[src/design/lmbs_pkg.sv]
// Shared types and codes for the LED matrix bit-plane scanner.
// Used by the front, the command queue wiring and the back of the scanner.
// No dependencies.
package lmbs_pkg;

  // Input opcodes as they arrive on in_tuser.
  localparam logic [1:0] OP_WRITE = 2'd0;
  localparam logic [1:0] OP_CLEAR = 2'd1;
  localparam logic [1:0] OP_TICK  = 2'd2;

  // Fixed widths set by the item fields.
  localparam int COLOR_W    = 24;
  localparam int PLANE_W    = 3;
  localparam int ROW_ADDR_W = 3;

  // Command kinds passed from the front to the back.
  typedef enum logic [1:0] {
    CMD_WRITE = 2'd0,
    CMD_CLEAR = 2'd1,
    CMD_TICK  = 2'd2
  } cmd_kind_t;

  // Control part of one queued command.
  typedef struct packed {
    cmd_kind_t kind;
    logic      bottom;
  } cmd_ctl_t;

  // Status reported by the back to the front.
  typedef struct packed {
    logic init_busy;
  } back_stat_t;

endpackage

[src/design/lmbs_back.sv]
// Back of the scanner: runs queued commands, sweeps the stores to zero,
// walks the scan order and drives the result register. Depends on lmbs_pkg.
module lmbs_back #(
  parameter int COLUMNS   = 32,
  parameter int SCAN_ROWS = 8,
  parameter int PLANES    = 8,
  parameter int ADDR_W    = 8
) (
  input  logic                  clk,
  input  logic                  rst_n,
  // Command queue head.
  input  logic                  q_empty,
  input  lmbs_pkg::cmd_ctl_t    q_ctl,
  input  logic [ADDR_W-1:0]     q_addr,
  input  logic [lmbs_pkg::COLOR_W-1:0] q_data,
  output logic                  q_pop,
  output lmbs_pkg::back_stat_t  stat,
  // Store ports.
  output logic                  top_we,
  output logic                  bot_we,
  output logic [ADDR_W-1:0]     waddr,
  output logic [lmbs_pkg::COLOR_W-1:0] wdata,
  output logic                  re,
  output logic [ADDR_W-1:0]     raddr,
  input  logic [lmbs_pkg::COLOR_W-1:0] top_rdata,
  input  logic [lmbs_pkg::COLOR_W-1:0] bot_rdata,
  // Result channel.
  output logic                  out_tvalid,
  input  logic                  out_tready,
  output logic [15:0]           out_tdata,  // red_top, green_top, blue_top, red_bottom,
                                            // green_bottom, blue_bottom, row_address[2:0],
                                            // plane_index[2:0], zero fill
  output logic [1:0]            out_tuser,  // shift_strobe, latch_strobe
  output logic                  out_tlast   // frame_end
);

  localparam int DEPTH = COLUMNS * SCAN_ROWS;
  localparam int COL_W = $clog2(COLUMNS + 1);
  localparam int ROW_W = $clog2(SCAN_ROWS);
  localparam int PW    = lmbs_pkg::PLANE_W;

  typedef enum logic [1:0] {
    ST_SWEEP = 2'b01,
    ST_RUN   = 2'b10
  } back_state_t;

  back_state_t       state_r, state_nxt;
  logic              init_r, init_nxt;
  logic [ADDR_W-1:0] sweep_r, sweep_nxt;
  logic [COL_W-1:0]  col_r, col_nxt;
  logic [ROW_W-1:0]  row_r, row_nxt;
  logic [PW-1:0]     plane_r, plane_nxt;

  logic              s1_valid_r, s1_valid_nxt;
  logic              s1_shift_r, s1_latch_r, s1_last_r;
  logic [2:0]        s1_row_r;
  logic [PW-1:0]     s1_plane_r;
  logic              s1_load;
  logic              s1_adv;
  logic              s1_shift_nxt, s1_last_nxt;

  logic              out_valid_r, out_valid_nxt;
  logic [5:0]        out_color_r;
  logic              out_shift_r, out_latch_r, out_last_r;
  logic [2:0]        out_row_r;
  logic [PW-1:0]     out_plane_r;

  logic              tick_room;
  logic [7:0]        row_wide;
  logic [4:0]        bit_r, bit_g, bit_b;
  logic [5:0]        color_bits;

  assign stat.init_busy = init_r;
  assign s1_adv    = s1_valid_r && (!out_valid_r || out_tready);
  assign tick_room = !s1_valid_r || s1_adv;
  assign row_wide  = 8'(row_r);
  assign raddr     = ADDR_W'(row_r) * ADDR_W'(COLUMNS) + ADDR_W'(col_r);

  // Command execution and scan order.
  always_comb begin
    state_nxt    = state_r;
    init_nxt     = init_r;
    sweep_nxt    = sweep_r;
    col_nxt      = col_r;
    row_nxt      = row_r;
    plane_nxt    = plane_r;
    q_pop        = 1'b0;
    top_we       = 1'b0;
    bot_we       = 1'b0;
    waddr        = q_addr;
    wdata        = q_data;
    re           = 1'b0;
    s1_load      = 1'b0;
    s1_shift_nxt = 1'b0;
    s1_last_nxt  = 1'b0;
    case (state_r)
      ST_SWEEP: begin
        // Zero one entry of both halves per cycle.
        top_we = 1'b1;
        bot_we = 1'b1;
        waddr  = sweep_r;
        wdata  = '0;
        if (sweep_r == ADDR_W'(DEPTH - 1)) begin
          sweep_nxt = '0;
          init_nxt  = 1'b0;
          state_nxt = ST_RUN;
        end else begin
          sweep_nxt = sweep_r + ADDR_W'(1);
        end
      end
      ST_RUN: begin
        if (!q_empty) begin
          case (q_ctl.kind)
            lmbs_pkg::CMD_WRITE: begin
              q_pop  = 1'b1;
              top_we = !q_ctl.bottom;
              bot_we = q_ctl.bottom;
            end
            lmbs_pkg::CMD_CLEAR: begin
              q_pop     = 1'b1;
              sweep_nxt = '0;
              state_nxt = ST_SWEEP;
            end
            lmbs_pkg::CMD_TICK: begin
              if (tick_room) begin
                q_pop   = 1'b1;
                s1_load = 1'b1;
                if (col_r < COL_W'(COLUMNS)) begin
                  // Column shift: fetch the pixel of both halves.
                  re           = 1'b1;
                  s1_shift_nxt = 1'b1;
                  col_nxt      = col_r + COL_W'(1);
                end else begin
                  // Latch step: advance plane, then row.
                  s1_last_nxt = (row_r == ROW_W'(SCAN_ROWS - 1)) &&
                                (plane_r == PW'(PLANES - 1));
                  col_nxt     = '0;
                  if (plane_r == PW'(PLANES - 1)) begin
                    plane_nxt = '0;
                    if (row_r == ROW_W'(SCAN_ROWS - 1)) begin
                      row_nxt = '0;
                    end else begin
                      row_nxt = row_r + ROW_W'(1);
                    end
                  end else begin
                    plane_nxt = plane_r + PW'(1);
                  end
                end
              end
            end
            default: begin
              q_pop = 1'b1;
            end
          endcase
        end
      end
      default: begin
        state_nxt = ST_SWEEP;
        sweep_nxt = '0;
      end
    endcase
  end

  // Stage and result valid flags.
  always_comb begin
    s1_valid_nxt = s1_load ? 1'b1 : (s1_adv ? 1'b0 : s1_valid_r);
    if (s1_adv) begin
      out_valid_nxt = 1'b1;
    end else if (out_tready) begin
      out_valid_nxt = 1'b0;
    end else begin
      out_valid_nxt = out_valid_r;
    end
  end

  // Plane bit selection from the registered read data.
  assign bit_r = 5'(s1_plane_r);
  assign bit_g = 5'(s1_plane_r) + 5'd8;
  assign bit_b = 5'(s1_plane_r) + 5'd16;
  assign color_bits = s1_shift_r ?
      {bot_rdata[bit_b], bot_rdata[bit_g], bot_rdata[bit_r],
       top_rdata[bit_b], top_rdata[bit_g], top_rdata[bit_r]} : 6'd0;

  // Control registers.
  always_ff @(posedge clk) begin
    if (!rst_n) begin
      state_r     <= ST_SWEEP;
      init_r      <= 1'b1;
      sweep_r     <= '0;
      col_r       <= '0;
      row_r       <= '0;
      plane_r     <= '0;
      s1_valid_r  <= 1'b0;
      out_valid_r <= 1'b0;
    end else begin
      state_r     <= state_nxt;
      init_r      <= init_nxt;
      sweep_r     <= sweep_nxt;
      col_r       <= col_nxt;
      row_r       <= row_nxt;
      plane_r     <= plane_nxt;
      s1_valid_r  <= s1_valid_nxt;
      out_valid_r <= out_valid_nxt;
    end
  end

  // Payload registers of the read stage and the result.
  always_ff @(posedge clk) begin
    if (s1_load) begin
      s1_shift_r <= s1_shift_nxt;
      s1_latch_r <= !s1_shift_nxt;
      s1_last_r  <= s1_last_nxt;
      s1_row_r   <= row_wide[2:0];
      s1_plane_r <= plane_r;
    end
    if (s1_adv) begin
      out_color_r <= color_bits;
      out_shift_r <= s1_shift_r;
      out_latch_r <= s1_latch_r;
      out_last_r  <= s1_last_r;
      out_row_r   <= s1_row_r;
      out_plane_r <= s1_plane_r;
    end
  end

  assign out_tvalid = out_valid_r;
  assign out_tdata  = {4'd0, out_plane_r, out_row_r, out_color_r};
  assign out_tuser  = {out_latch_r, out_shift_r};
  assign out_tlast  = out_last_r;

endmodule

[config.mk]
export PLATFORM = sky130hd
export DESIGN_NAME = lmbs_back
export DESIGN_NICKNAME = d
export VERILOG_FILES = /design/src/design/lmbs_pkg.sv /design/src/design/lmbs_back.sv
export SDC_FILE = /design/constraint.sdc
export NUM_CORES = 1
export LEC_CHECK = 0
export ABC_CLOCK_PERIOD_IN_PS = 5190
export BUFFER_PORTS_ARGS = -buffer_cell sky130_fd_sc_hd__buf_4
export CORE_MARGIN = 1
export CORE_UTILIZATION = 30
export DETAILED_ROUTE_END_ITERATION = 8
export SLEW_MARGIN = 10
export SYNTH_ARGS = -nofsm -noshare
export SYNTH_HDL_FRONTEND = slang
export SYNTH_SLANG_ARGS = --single-unit
[constraint.sdc]
create_clock -name clk -period 5.19 [get_ports clk]
set_clock_uncertainty 0.05 [all_clocks]
set_input_delay 1.038 -clock clk [delete_from_list [all_inputs] [get_ports clk]]
set_output_delay 1.038 -clock clk [all_outputs]
set_load 0.01 [all_outputs]
; Word level (Yosys, flattened, before mapping)
; Index checks and enable logic that the tools add are counted.
[totals]
word_cells = 110
output_inout_bits = 65
inputBits = 87
regBits = 49
[op_classes]
bitwise_logic = 5
n_reduce_logical = 18
eq_ne = 10
n_lt_le_gt_ge = 4
n_addsub = 7
n_mux = 47
[ops]
columns = cell, n
row1 = $mux 8, 4
row2 = $mux 1, 26
row3 = $mux 24, 1
row4 = $bmux 1 s5, 4
row5 = $pmux 8 s2, 1
row6 = $lt 5x6->1 const B, 2
row7 = $add 8x1->8 const B, 1
row8 = $add 8x6->8, 1
row9 = $eq 8x8->1 const B, 1
row10 = $add 3x1->3 const B, 2
row11 = $add 6x1->6 const B, 1
row12 = $bmux 1 s3, 2
row13 = $eq 3x3->1 const B, 2
row14 = $lt 3x6->1 const B, 1
row15 = $lt 6x6->1 const B, 1
row16 = $mux 2, 3
row17 = $mux 3, 2
row18 = $mux 6, 1
row19 = $reduce_and 6->1, 1
row20 = $add 3x4->5 const B, 1
row21 = $add 3x5->5 const B, 1
row22 = $not 1->1, 5
row23 = $reduce_and 5->1, 1
row24 = $reduce_or 5->1, 1
row25 = other kinds (14), 25

; Logic depth before layout (Yosys ltp)
; Gate-level depths: netlist (run 1).
[logic_depth]
ltp_word = 9
ltp_mapped = 7
depth_no_buf = 6

; Least setup slack after synthesis (run 1)
; Ideal clock, no wire load.
[synth_timing]
path_type = input-to-output
startpoint = in q_ctl[1] (netlist name)
endpoint = out re
arrival_time_ps = 1695
n_path_buf = 0
setup_slack_ps = 2407
required_time_ps = 4102
path_stages = 3
path_cell_list = nand4bb_1 > or3_1 > inv_1
[synth_via]
elab_chain_cells = 4
[synth_lines]
columns = item, line
row1 = from (decl), lmbs_back.sv:13  ; input lmbs_pkg::cmd_ctl_t q_ctl,
row2 = $eq 2x2->1, lmbs_back.sv:113  ; case (q_ctl.kind)
row3 = $mux 1, lmbs_back.sv:113
row4 = $mux 1, lmbs_back.sv:112  ; if (!q_empty) begin
row5 = $mux 1, lmbs_back.sv:96  ; case (state_r)
row6 = to (decl), lmbs_back.sv:23  ; output logic re,
; No other way between the ends.

; Worst setup path after layout (run 1)
; Ends and elaborated chain as after synthesis.

==> results of run 1 <==
-- worst min-delay path by stage --
stage	from	to	slack [ns]	depth (start not counted)
6_report	s1_row_r[1]	out_row_r[1]	0.38	0
3_5_place_dp	s1_row_r[1]	out_row_r[1]	0.36	0
2_1_floorplan	s1_latch_r	out_latch_r	0.35	0
5_1_grt	s1_row_r[1]	out_row_r[1]	0.39	0
3_3_place_gp	s1_row_r[2]	out_row_r[2]	0.35	0
4_1_cts	s1_row_r[1]	out_row_r[1]	0.38	0
-- cell type report --
type	count	area, um2	area share
clock inverter	3	25.02	0.006264
multi-input combinational	180	1389	0.3476
tap	108	135.1	0.03382
inverter	10	37.54	0.009396
clock buffer	5	68.82	0.01723
timing repair buffer	149	1119	0.2800
sequential	49	1221	0.3057
-- flip-flops by register name, summed over array words and instances (netlist names) --
register and count:
s1_last_r 1, out_latch_r 1, row_r 3, out_tvalid 1, state_r 2, out_row_r 3
out_shift_r 1, sweep_r 8, out_tlast 1, s1_row_r 3, plane_r 3, out_plane_r 3
s1_valid_r 1, s1_latch_r 1, s1_plane_r 3, out_color_r 6, col_r 6, stat 1
s1_shift_r 1
-- cells by family after synthesis --
group,after synthesis,synth area share
AOI/OAI and AO/OA,37,0.08033
xor gates and xnor gates,4,0.01264
adders and majority gates,10,0.04513
buffers and inverters,33,0.06272
DFF,49,0.4404
muxes,26,0.1516
other,1,0.001352
and+or+nand+nor,99,0.2058
-- cells in the mapped netlist (7+ instances only) --
library cell	instances	share of area
buf_4	11	0.030
a21oi_1	14	0.025
clkbuf_1	9	0.012
dfxtp_1	25	0.18
nor2_1	9	0.012
o21ai_0	7	0.013
edfxtp_1	24	0.26
inv_1	10	0.014
nand3_1	11	0.020
mux4_2	12	0.097
nand2_1	22	0.030
mux2_2	8	0.032
nor2b_1	30	0.068
ha_1	10	0.045
-- power by group through the flow --
stage | registers [mW] | clock network [mW] | logic [mW]
final | 0.412 | 0.239 | 0.0873
after floorplan | 0.419 | 0 | 0.0340
after detailed placement | 0.420 | 0 | 0.0881
after CTS | 0.412 | 0.244 | 0.0881
after global routing | 0.413 | 0.262 | 0.0949
after global placement | 0.421 | 0 | 0.0864
-- worst max-delay path: stages --
cell and delay (ns):
buf_4 0.12, nand4bb_1 0.25, or3_1 0.41, inv_1 0.10, buf_4 0.12
-- layer usage --
metal / up-vias / routed length (um) / track usage / share of wire
met3: 9 / 519 / 0.03651 / 0.074
met2: 104 / 3272 / 0.2465 / 0.47
li1: 1200 / - / - / -
met5: - / 0 / 0 / 0
met1: 1131 / 3080 / 0.1939 / 0.44
met4: 0 / 116 / 0.04822 / 0.017
-- per-stage QoR --
stage / hold slack (ns) / total power [mW]
final: 0.3767 / 0.7382
after global placement: 0.3535 / 0.5070
after detailed placement: 0.3580 / 0.5086
after floorplan: 0.3503 / 0.4533
after CTS: 0.3793 / 0.7437
after global routing: 0.3854 / 0.7695
==> flow_summary.json, run 1 <==
{
  "cp_max_fo": 5,
  "mostFrequentLayoutCell": "buf_4",
  "fin_crit_ns": 3.143,
  "std_cell_rows": 34,
  "grt.overflow.total": 0,
  "fmax_mhz": 318.1,
  "grt_pass1_vias": 2416,
  "pwr-share-clk": 0.324,
  "clk_pin_slew_worst_paths_ns": 0.09,
  "synthArstFlopShare": 0,
  "hold_viol_final": 0,
  "fin_crit_sh": 0.6057,
  "power_switching_mw": 0.1714,
  "cts_buffers": 5,
  "r2r_setup_slack_ns": 2.92,
  "finalMaxSlewViolations": 0,
  "p_leak_nw": 1.724,
  "cts_tree": "built",
  "endpoint": "re",
  "seqPwrFrac": 0.558,
  "synth_cells": 259,
  "die_area_um2": 9630,
  "finalSetupTns_ns": 0,
  "grt_start_max_net_pins": 28,
  "num_vias": 2444,
  "hold_buffers": 0,
  "synthesis.area_um2": 2773,
  "start_util": 0.3133,
  "dp_cells": 496,
  "wl_um": 6990,
  "ant_nets": 0,
  "ys.warnings.count": 0,
  "clock_latency_ns": 0.31,
  "ys_seq_elements": 49,
  "cp-end-kind": "output pin",
  "grt_pass1_wl_um": 11520,
  "utilization": 0.4515,
  "drcViolationCount": 3,
  "synth_seq_area_share": 0.4404,
  "core_um2": 8848,
  "synth_ff_type": "dfxtp_1",
  "vias_per_cell": 4.849,
  "reg2reg_depth": 6,
  "drt_iter0_markers": 118,
  "root_buffer": "clkbuf_8",
  "min_path_type": "reg2reg",
  "violations": "design-rule violations",
  "io_buffers": 147,
  "startpoint": "q_ctl[1]",
  "fin_ws_ns": 2.047,
  "stdcell_count": 504,
  "slew_headroom": 0.4807,
  "floorplan.die.width_um": 98.14,
  "cts_resized": 0,
  "finalSetupViolCount": 0,
  "start_kind": "primary input",
  "diodes": 0,
  "synth_enable_flop_cells": 24,
  "postCtsSetupBuffers": 0,
  "arrival_ns": 2.06,
  "htreeDepth": 2,
  "grt_antenna_before_repair": 0,
  "die_h_um": 98.14,
  "fillers": 856,
  "max_cap_violations": 0,
  "wire_per_inst_um": 13.87,
  "hpwl_um": 5548,
  "syn2layout_area_growth_pct": 44.09,
  "final_cell_mix": "buf_4 (149), nor2b_1 (30), dfxtp_1 (25)",
  "synth_area_per_cell_um2": 10.71,
  "tightestPinTransition_ns": 0.7790,
  "ctsLongestPathBuffers": 2,
  "intPower_mw": 0.5668,
  "fin_area_um2": 3995,
  "ir_drop_uv": 113.3,
  "place_area_um2": 3901,
  "num_io_pins": 152,
  "power.share.combinational": 0.118,
  "place_congestion": 0.7737,
  "swShare": 0.2322,
  "place_ws_ns": 2.038,
  "timing.rr.end": "col_r[2]",
  "synth.distinct_cells": 46,
  "fin_nets": 492,
  "dr.pass1.iters": 9,
  "final_layout_size_suffix_gt1_frac": 0.4621,
  "r2r_start": "state_r[0]",
  "status": "finished, violations left",
  "gr-usage-all-layers": 0.1498,
  "rsz0062_at_grt": "no",
  "clkSinkCount": 49,
  "crit_type": "in2out",
  "required_ns": 4.10,
  "powerDensity_nw_per_um2": 184.8
}
Power figures use the tool's default switching activity.
==> inputs of run 2 (changes only) <==
--- a/config.mk
+++ b/config.mk
@@ -5,7 +5,8 @@
 export SDC_FILE = /design/constraint.sdc
 export NUM_CORES = 1
 export LEC_CHECK = 0
-export ABC_CLOCK_PERIOD_IN_PS = 5190
+export ABC_AREA = 1
+export ABC_CLOCK_PERIOD_IN_PS = 2650
 export BUFFER_PORTS_ARGS = -buffer_cell sky130_fd_sc_hd__buf_4
 export CORE_MARGIN = 1
 export CORE_UTILIZATION = 30
==> constraint.sdc (replaced) <==
create_clock -name clk -period 2.65 [get_ports clk]
set_clock_uncertainty 0.05 [all_clocks]
set_input_delay 0.53 -clock clk [delete_from_list [all_inputs] [get_ports clk]]
set_output_delay 0.53 -clock clk [all_outputs]
set_load 0.01 [all_outputs]
==> run 2 against run 1 <==
  * The flow now finishes without violations
  * Register-to-register slack lost 2.2 ns
  * Worst setup slack lost 1.6 ns
  * Clock power grew 92%
  * Sequential cell count is the same
  * Count of clock-buffer cells in the layout is the same
  * Sequential power grew 100%
  * Synthesized cell count grew 63%
  * Total power grew to 3.1 times the previous value
  * Non-clock buffer count grew 1
  * Critical path depth is the same
  * Sequential share of layout area shrank 1.6 points
  * Area after synthesis grew 7.8%
  * Critical endpoint is now waddr[0]
==> flow_summary.json, run 2 <==
{
  "drcViolationCount": 0,
  "gr-usage-all-layers": 0.1387,
  "powerDensity_nw_per_um2": 537.7,
  "r2r_start": "s1_plane_r[0]",
  "hold-path-endpoint": "out_latch_r",
  "start_kind": "register",
  "arrival_ns": 1.60,
  "timing.rr.end": "out_color_r[0]",
  "synthArstFlopShare": 0,
  "cpMostUsedCell": "inv_1",
  "final_cell_mix": "buf_4 (150), nor2_1 (111), nand2_1 (64)",
  "largestRegisters": "sweep_r (8), col_r (6), out_color_r (6)",
  "place_congestion": 0.8072,
  "htreeDepth": 2,
  "grt_pass1_vias": 2654,
  "wire_per_inst_um": 10.72,
  "place_area_um2": 4114,
  "synth_area_per_cell_um2": 7.083,
  "yosys.area_share.adder": 0.04186,
  "synth_ff_type": "dfxtp_1",
  "p_leak_nw": 2.108,
  "fmax_mhz": 459.1,
  "hold_buffers": 0,
  "die_h_um": 101.8,
  "r2r_setup_slack_ns": 0.71,
  "drt_iter0_markers": 92,
  "num_io_pins": 152,
  "finalSetupViolCount": 0,
  "synth.area.top_cells": "edfxtp_1 (24%), dfxtp_1 (17%), nor2_1 (14%), nand2_1 (8.0%), inv_1 (7.2%)",
  "finalMaxSlewViolations": 0,
  "postCtsSetupBuffers": 0,
  "min_from": "s1_latch_r",
  "synth-simple-area-share": 0.3110,
  "total_power_mw": 2.263,
  "clk_pin_slew_worst_paths_ns": 0.10,
  "synthMuxAreaShare": 0,
  "synthXorXnorAreaFrac": 0.005860,
  "hold_depth": 0,
  "hold_viol_final": 0,
  "fin_nets": 654,
  "synth.top_cell.area_share": 0.2411,
  "crit_type": "reg2out",
  "root_buffer": "clkbuf_8",
  "hold_slack_ns": 0.3696,
  "diodes": 0,
  "synth_top_family_by_area": "simple AND/OR/NAND/NOR gates",
  "std_cell_rows": 36,
  "ant_nets": 0,
  "fin_area_um2": 4209,
  "cts_resized": 0,
  "num_vias": 2974,
  "synth.most_common_cell": "nor2_1",
  "cts_buffers": 5,
  "start_util": 0.3072,
  "clock_latency_ns": 0.31,
  "largest-register": "sweep_r",
  "synth_enable_flop_cells": 24,
  "wl_um": 7406,
  "io_buffers": 147,
  "synth_compound_area_frac": 0.09544,
  "dp_cells": 683,
  "syn2layout_area_growth_pct": 40.81,
  "cp-end-kind": "output pin",
  "grt_antenna_before_repair": 0,
  "hpwl_um": 5889,
  "final_layout_size_suffix_gt1_frac": 0.3172,
  "synth_cells": 422,
  "cpPeakStageDelay_ns": 0.37,
  "ir_drop_uv": 325.1,
  "synthesis.area_um2": 2989,
  "max_cap_violations": 0,
  "mostFrequentLayoutCell": "buf_4",
  "status": "finished, final reports clean",
  "min_path_type": "reg2reg",
  "reg2reg_depth": 5,
  "ys_seq_elements": 49,
  "stdcell_count": 691,
  "ctsLongestPathBuffers": 2,
  "core_um2": 9729,
  "slew_headroom": 0.4423,
  "largest_reg_flops": 8,
  "die_area_um2": 10370,
  "fin_crit_sh": 0.8220,
  "path_cells": "inv_1 > ha_1 > inv_1 > o21ai_0 > buf_4",
  "cts_tree": "built",
  "grt.overflow.total": 0,
  "rsz0062_at_grt": "no",
  "dr.pass1.iters": 4,
  "fin_crit_ns": 2.178,
  "synth.largest_area_cell": "edfxtp_1",
  "required_ns": 2.07,
  "synth.distinct_cells": 30,
  "finalSetupTns_ns": 0,
  "vias_per_cell": 4.304,
  "grt_start_max_net_pins": 29,
  "ys.warnings.count": 0,
  "clkSinkCount": 49,
  "tightestPinTransition_ns": 0.8366,
  "critPathSlowestCell": "dfxtp_1",
  "floorplan.die.width_um": 101.8,
  "cp_max_fo": 18,
  "netlist_top_cells_count": "nor2_1 (111), nand2_1 (64), inv_1 (57), o21ai_0 (34), dfxtp_1 (25)",
  "grt_pass1_wl_um": 11520,
  "synth_seq_area_share": 0.4085
}
run 2: cell count changes after synthesis, sizes merged, moves of 4 or more:
| cell | previous run | this run |
|---|---|---|
| a31oi | 5 | 0 |
| buf | 14 | 21 |
| clkbuf | 9 | 4 |
| inv | 10 | 60 |
| mux2 | 8 | 0 |
| mux2i | 6 | 0 |
| mux4 | 12 | 0 |
| nand2 | 22 | 71 |
| nand3 | 11 | 24 |
| nor2 | 9 | 117 |
| nor2b | 30 | 0 |
| o21ai | 7 | 43 |
| or4 | 4 | 0 |
run 2: critical path, delay by kind of cell (launching register included):
family,cells,cell delay [ns]
compound gates,1,0.18
fa+ha+maj,1,0.18
buf+inv,3,0.56
flops,1,0.37
run 2: cell families after synthesis:
group           after synthesis
other cells                   1
flops                        49
fa+ha+maj                    10
xor+xnor                      2
compound gates               57
buf+inv                      85
simple gates                218
run 2: area by class of cell:
type	count	area, um2
repair buffers	150	1126
clock inverters	3	26.28
fillers	1035	5520
inverters	60	227.7
clock buffers	5	68.82
flip-flops and latches	49	1221
multi-input cells	291	1373
well taps	133	166.4
run 2: worst max path at each step:
| stage | start | endpoint | slack [ns] | depth (start not counted) |
|---|---|---|---|---|
| 2_1_floorplan | out_tready | re | 0.85 | 6 |
| 3_3_place_gp | s1_plane_r[0] | out_color_r[4] | 0.70 | 5 |
| 3_5_place_dp | s1_plane_r[0] | out_color_r[0] | 0.69 | 5 |
| 4_1_cts | state_r[1] | waddr[3] | 0.46 | 5 |
| 5_1_grt | state_r[1] | waddr[5] | 0.28 | 6 |
| 6_report | state_r[1] | waddr[0] | 0.47 | 5 |
run 2: through the flow:
| stage | util | worst slack (ns) |
|---|---|---|
| 2_1_floorplan | - | 0.8466 |
| 3_3_place_gp | 0.4228 | 0.6982 |
| 4_1_cts | 0.4326 | 0.4573 |
| 6_report | 0.4326 | 0.4717 |
| 3_5_place_dp | 0.4228 | 0.6900 |
| 5_1_grt | 0.4326 | 0.2770 |
run 2: where the power goes:
part / switching, mW / leakage [nW] / internal, mW
clock network: 0.267 / 0.0423 / 0.192
logic: 0.505 / 1.64 / 0.457
registers: 0.0248 / 0.431 / 0.817
run 2: routing by layer:
metal | GRT usage | up-vias | part of all wire
met5 | 0 | - | 0
met4 | 0.04066 | 0 | 0.0050
met3 | 0.02736 | 4 | 0.080
met2 | 0.2328 | 110 | 0.46
met1 | 0.1812 | 1287 | 0.46
li1 | - | 1573 | -
==> inputs of run 3 (changes only) <==
--- a/config.mk
+++ b/config.mk
@@ -6,7 +6,7 @@
 export NUM_CORES = 1
 export LEC_CHECK = 0
 export ABC_AREA = 1
-export ABC_CLOCK_PERIOD_IN_PS = 2650
+export ABC_CLOCK_PERIOD_IN_PS = 1900
 export BUFFER_PORTS_ARGS = -buffer_cell sky130_fd_sc_hd__buf_4
 export CORE_MARGIN = 1
 export CORE_UTILIZATION = 30
==> constraint.sdc (replaced) <==
create_clock -name clk -period 1.9 [get_ports clk]
set_clock_uncertainty 0.05 [all_clocks]
set_input_delay 0.38 -clock clk [delete_from_list [all_inputs] [get_ports clk]]
set_output_delay 0.38 -clock clk [all_outputs]
set_load 0.01 [all_outputs]
==> run 3 against run 2 <==
  * Final area up 3.1%
  * Total power up 49%
  * Worst setup slack lost 0.43 ns
  * Critical path type unchanged
  * Critical endpoint is now top_we
  * Largest cell class unchanged
  * Highest routed layer unchanged
==> flow_summary.json, run 3 (same netlist as run 2, synthesis figures left out) <==
{
  "status": "finished, final reports clean",
  "met1_length_um": 3534,
  "die_area_um2": 10370,
  "core_um2": 9729,
  "cp-end-kind": "output pin",
  "powerDensity_nw_per_um2": 778.5,
  "grt_start_max_net_pins": 29,
  "drt_iter0_markers": 97,
  "dr.pass1.iters": 4,
  "clkSinkCount": 49,
  "clock_latency_ns": 0.30,
  "arrival_ns": 1.43,
  "vias_per_cell": 4.296,
  "route.top_layer_used": "met4",
  "fin_crit_sh": 0.9779,
  "diodes": 0,
  "cts_tree": "built",
  "stdcell_count": 700,
  "wl_um": 7780,
  "final_layout_size_suffix_gt1_frac": 0.3492,
  "largestRegisters": "sweep_r (8), col_r (6), out_color_r (6)",
  "start_kind": "register",
  "fin_nets": 663,
  "finalSetupViolCount": 0,
  "syn2layout_area_growth_pct": 45.21,
  "required_ns": 1.47,
  "wl_met3_um": 580,
  "reg2reg_depth": 11,
  "gr-usage-all-layers": 0.1435,
  "fillers": 1023,
  "drcViolationCount": 0,
  "wire_per_inst_um": 11.11,
  "wl_met2_um": 3625,
  "std_cell_rows": 36,
  "htreeDepth": 2,
  "grt_antenna_before_repair": 0,
  "grt_pass1_wl_um": 11770,
  "crit_type": "reg2out",
  "largest-register": "sweep_r",
  "cts_buffers": 5,
  "fin_ws_ns": 0.04200,
  "die_h_um": 101.8,
  "num_vias": 3007,
  "final_cell_mix": "buf_4 (156), nor2_1 (111), nand2_1 (62)",
  "num_io_pins": 152,
  "cp_max_fo": 3,
  "max_cap_violations": 0,
  "ctsLongestPathBuffers": 2,
  "ant_nets": 0,
  "fin_crit_ns": 1.858,
  "mostFrequentLayoutCell": "buf_4",
  "grt.overflow.total": 0,
  "place_congestion": 0.8190,
  "clk_pin_slew_worst_paths_ns": 0.08,
  "p_leak_nw": 2.144,
  "dp_cells": 686,
  "hold_depth": 2,
  "rsz0062_at_grt": "yes",
  "hpwl_um": 6014,
  "io_buffers": 147,
  "hold_viol_final": 0,
  "finalMaxSlewViolations": 0,
  "place_ws_ns": 0.1972,
  "fmax_mhz": 538.2,
  "start_util": 0.3072,
  "floorplan.die.width_um": 101.8,
  "grt_pass1_vias": 2596,
  "largest_reg_flops": 8,
  "ir_drop_uv": 689.4,
  "min_path_type": "in2reg",
  "root_buffer": "clkbuf_8"
}
## run 3: critical path, cell delays in order (launching register included)
cell	delay, ns
dfxtp_4	0.37
inv_2	0.07
ha_4	0.15
inv_2	0.04
nor2_4	0.12
nand3b_1	0.11
a21oi_2	0.14
buf_4	0.13
## run 3: area by class of cell
type,instances,area [um2],share of cell area
repair buffers,157,1186,0.2733
inverters,60,231.5,0.05333
flip-flops and latches,49,1229,0.2831
well taps,133,166.4,0.03834
multi-input cells,291,1426,0.3286
repair inverters,2,15.01,0.003459
clock inverters,2,13.76,0.003171
clock buffers,6,72.57,0.01672
## run 3: path summary, 6_finish.rpt
| path | end | slack (ns) | start |
|---|---|---|---|
| worst max-delay path | top_we | 0.04 | state_r[0] |
| worst min-delay path | stat | 0.29 | rst_n |
| worst max register to register | sweep_r[6] | 0.13 | state_r[1] |
| worst min register to register | out_tlast | 0.37 | s1_last_r |
## run 3: stage by stage
| step | area [um2] | setup TNS (ns) | hold slack, ns | utilization | power, mW |
|---|---|---|---|---|---|
| finish | 4340 | 0 | 0.2917 | 0.4461 | 3.379 |
| detailed placement | 4136 | 0 | 0.3554 | 0.4252 | 2.548 |
| global placement | 4136 | 0 | 0.3534 | 0.4252 | 2.536 |
| CTS | 4288 | -0.002211 | 0.2854 | 0.4407 | 3.309 |
| floorplan | 3000 | 0 | 0.3503 | - | 1.879 |
| global route | 4340 | -0.1310 | 0.3118 | 0.4461 | 3.597 |
## run 3: where the power goes
part,total [mW],internal (mW),switching [mW]
logic,1.58,0.782,0.801
registers,1.19,1.15,0.0463
clock network,0.602,0.262,0.340
total,3.38,2.19,1.19
## run 3: layer usage
metal  vias up  GRT usage
met1      1301     0.1851
met5         -          0
li1       1590          -
met2       111     0.2443
met4         0    0.03297
met3         5    0.03352
## run 3: timing repair
item                                    4_1_cts  5_1_grt
hold buffers                                  0        0
buffers inserted                              3        1
gates resized for setup                       9       19
cloned                                        2        0
pin swaps                                     1        6
endpoints found under the setup margin       11       17
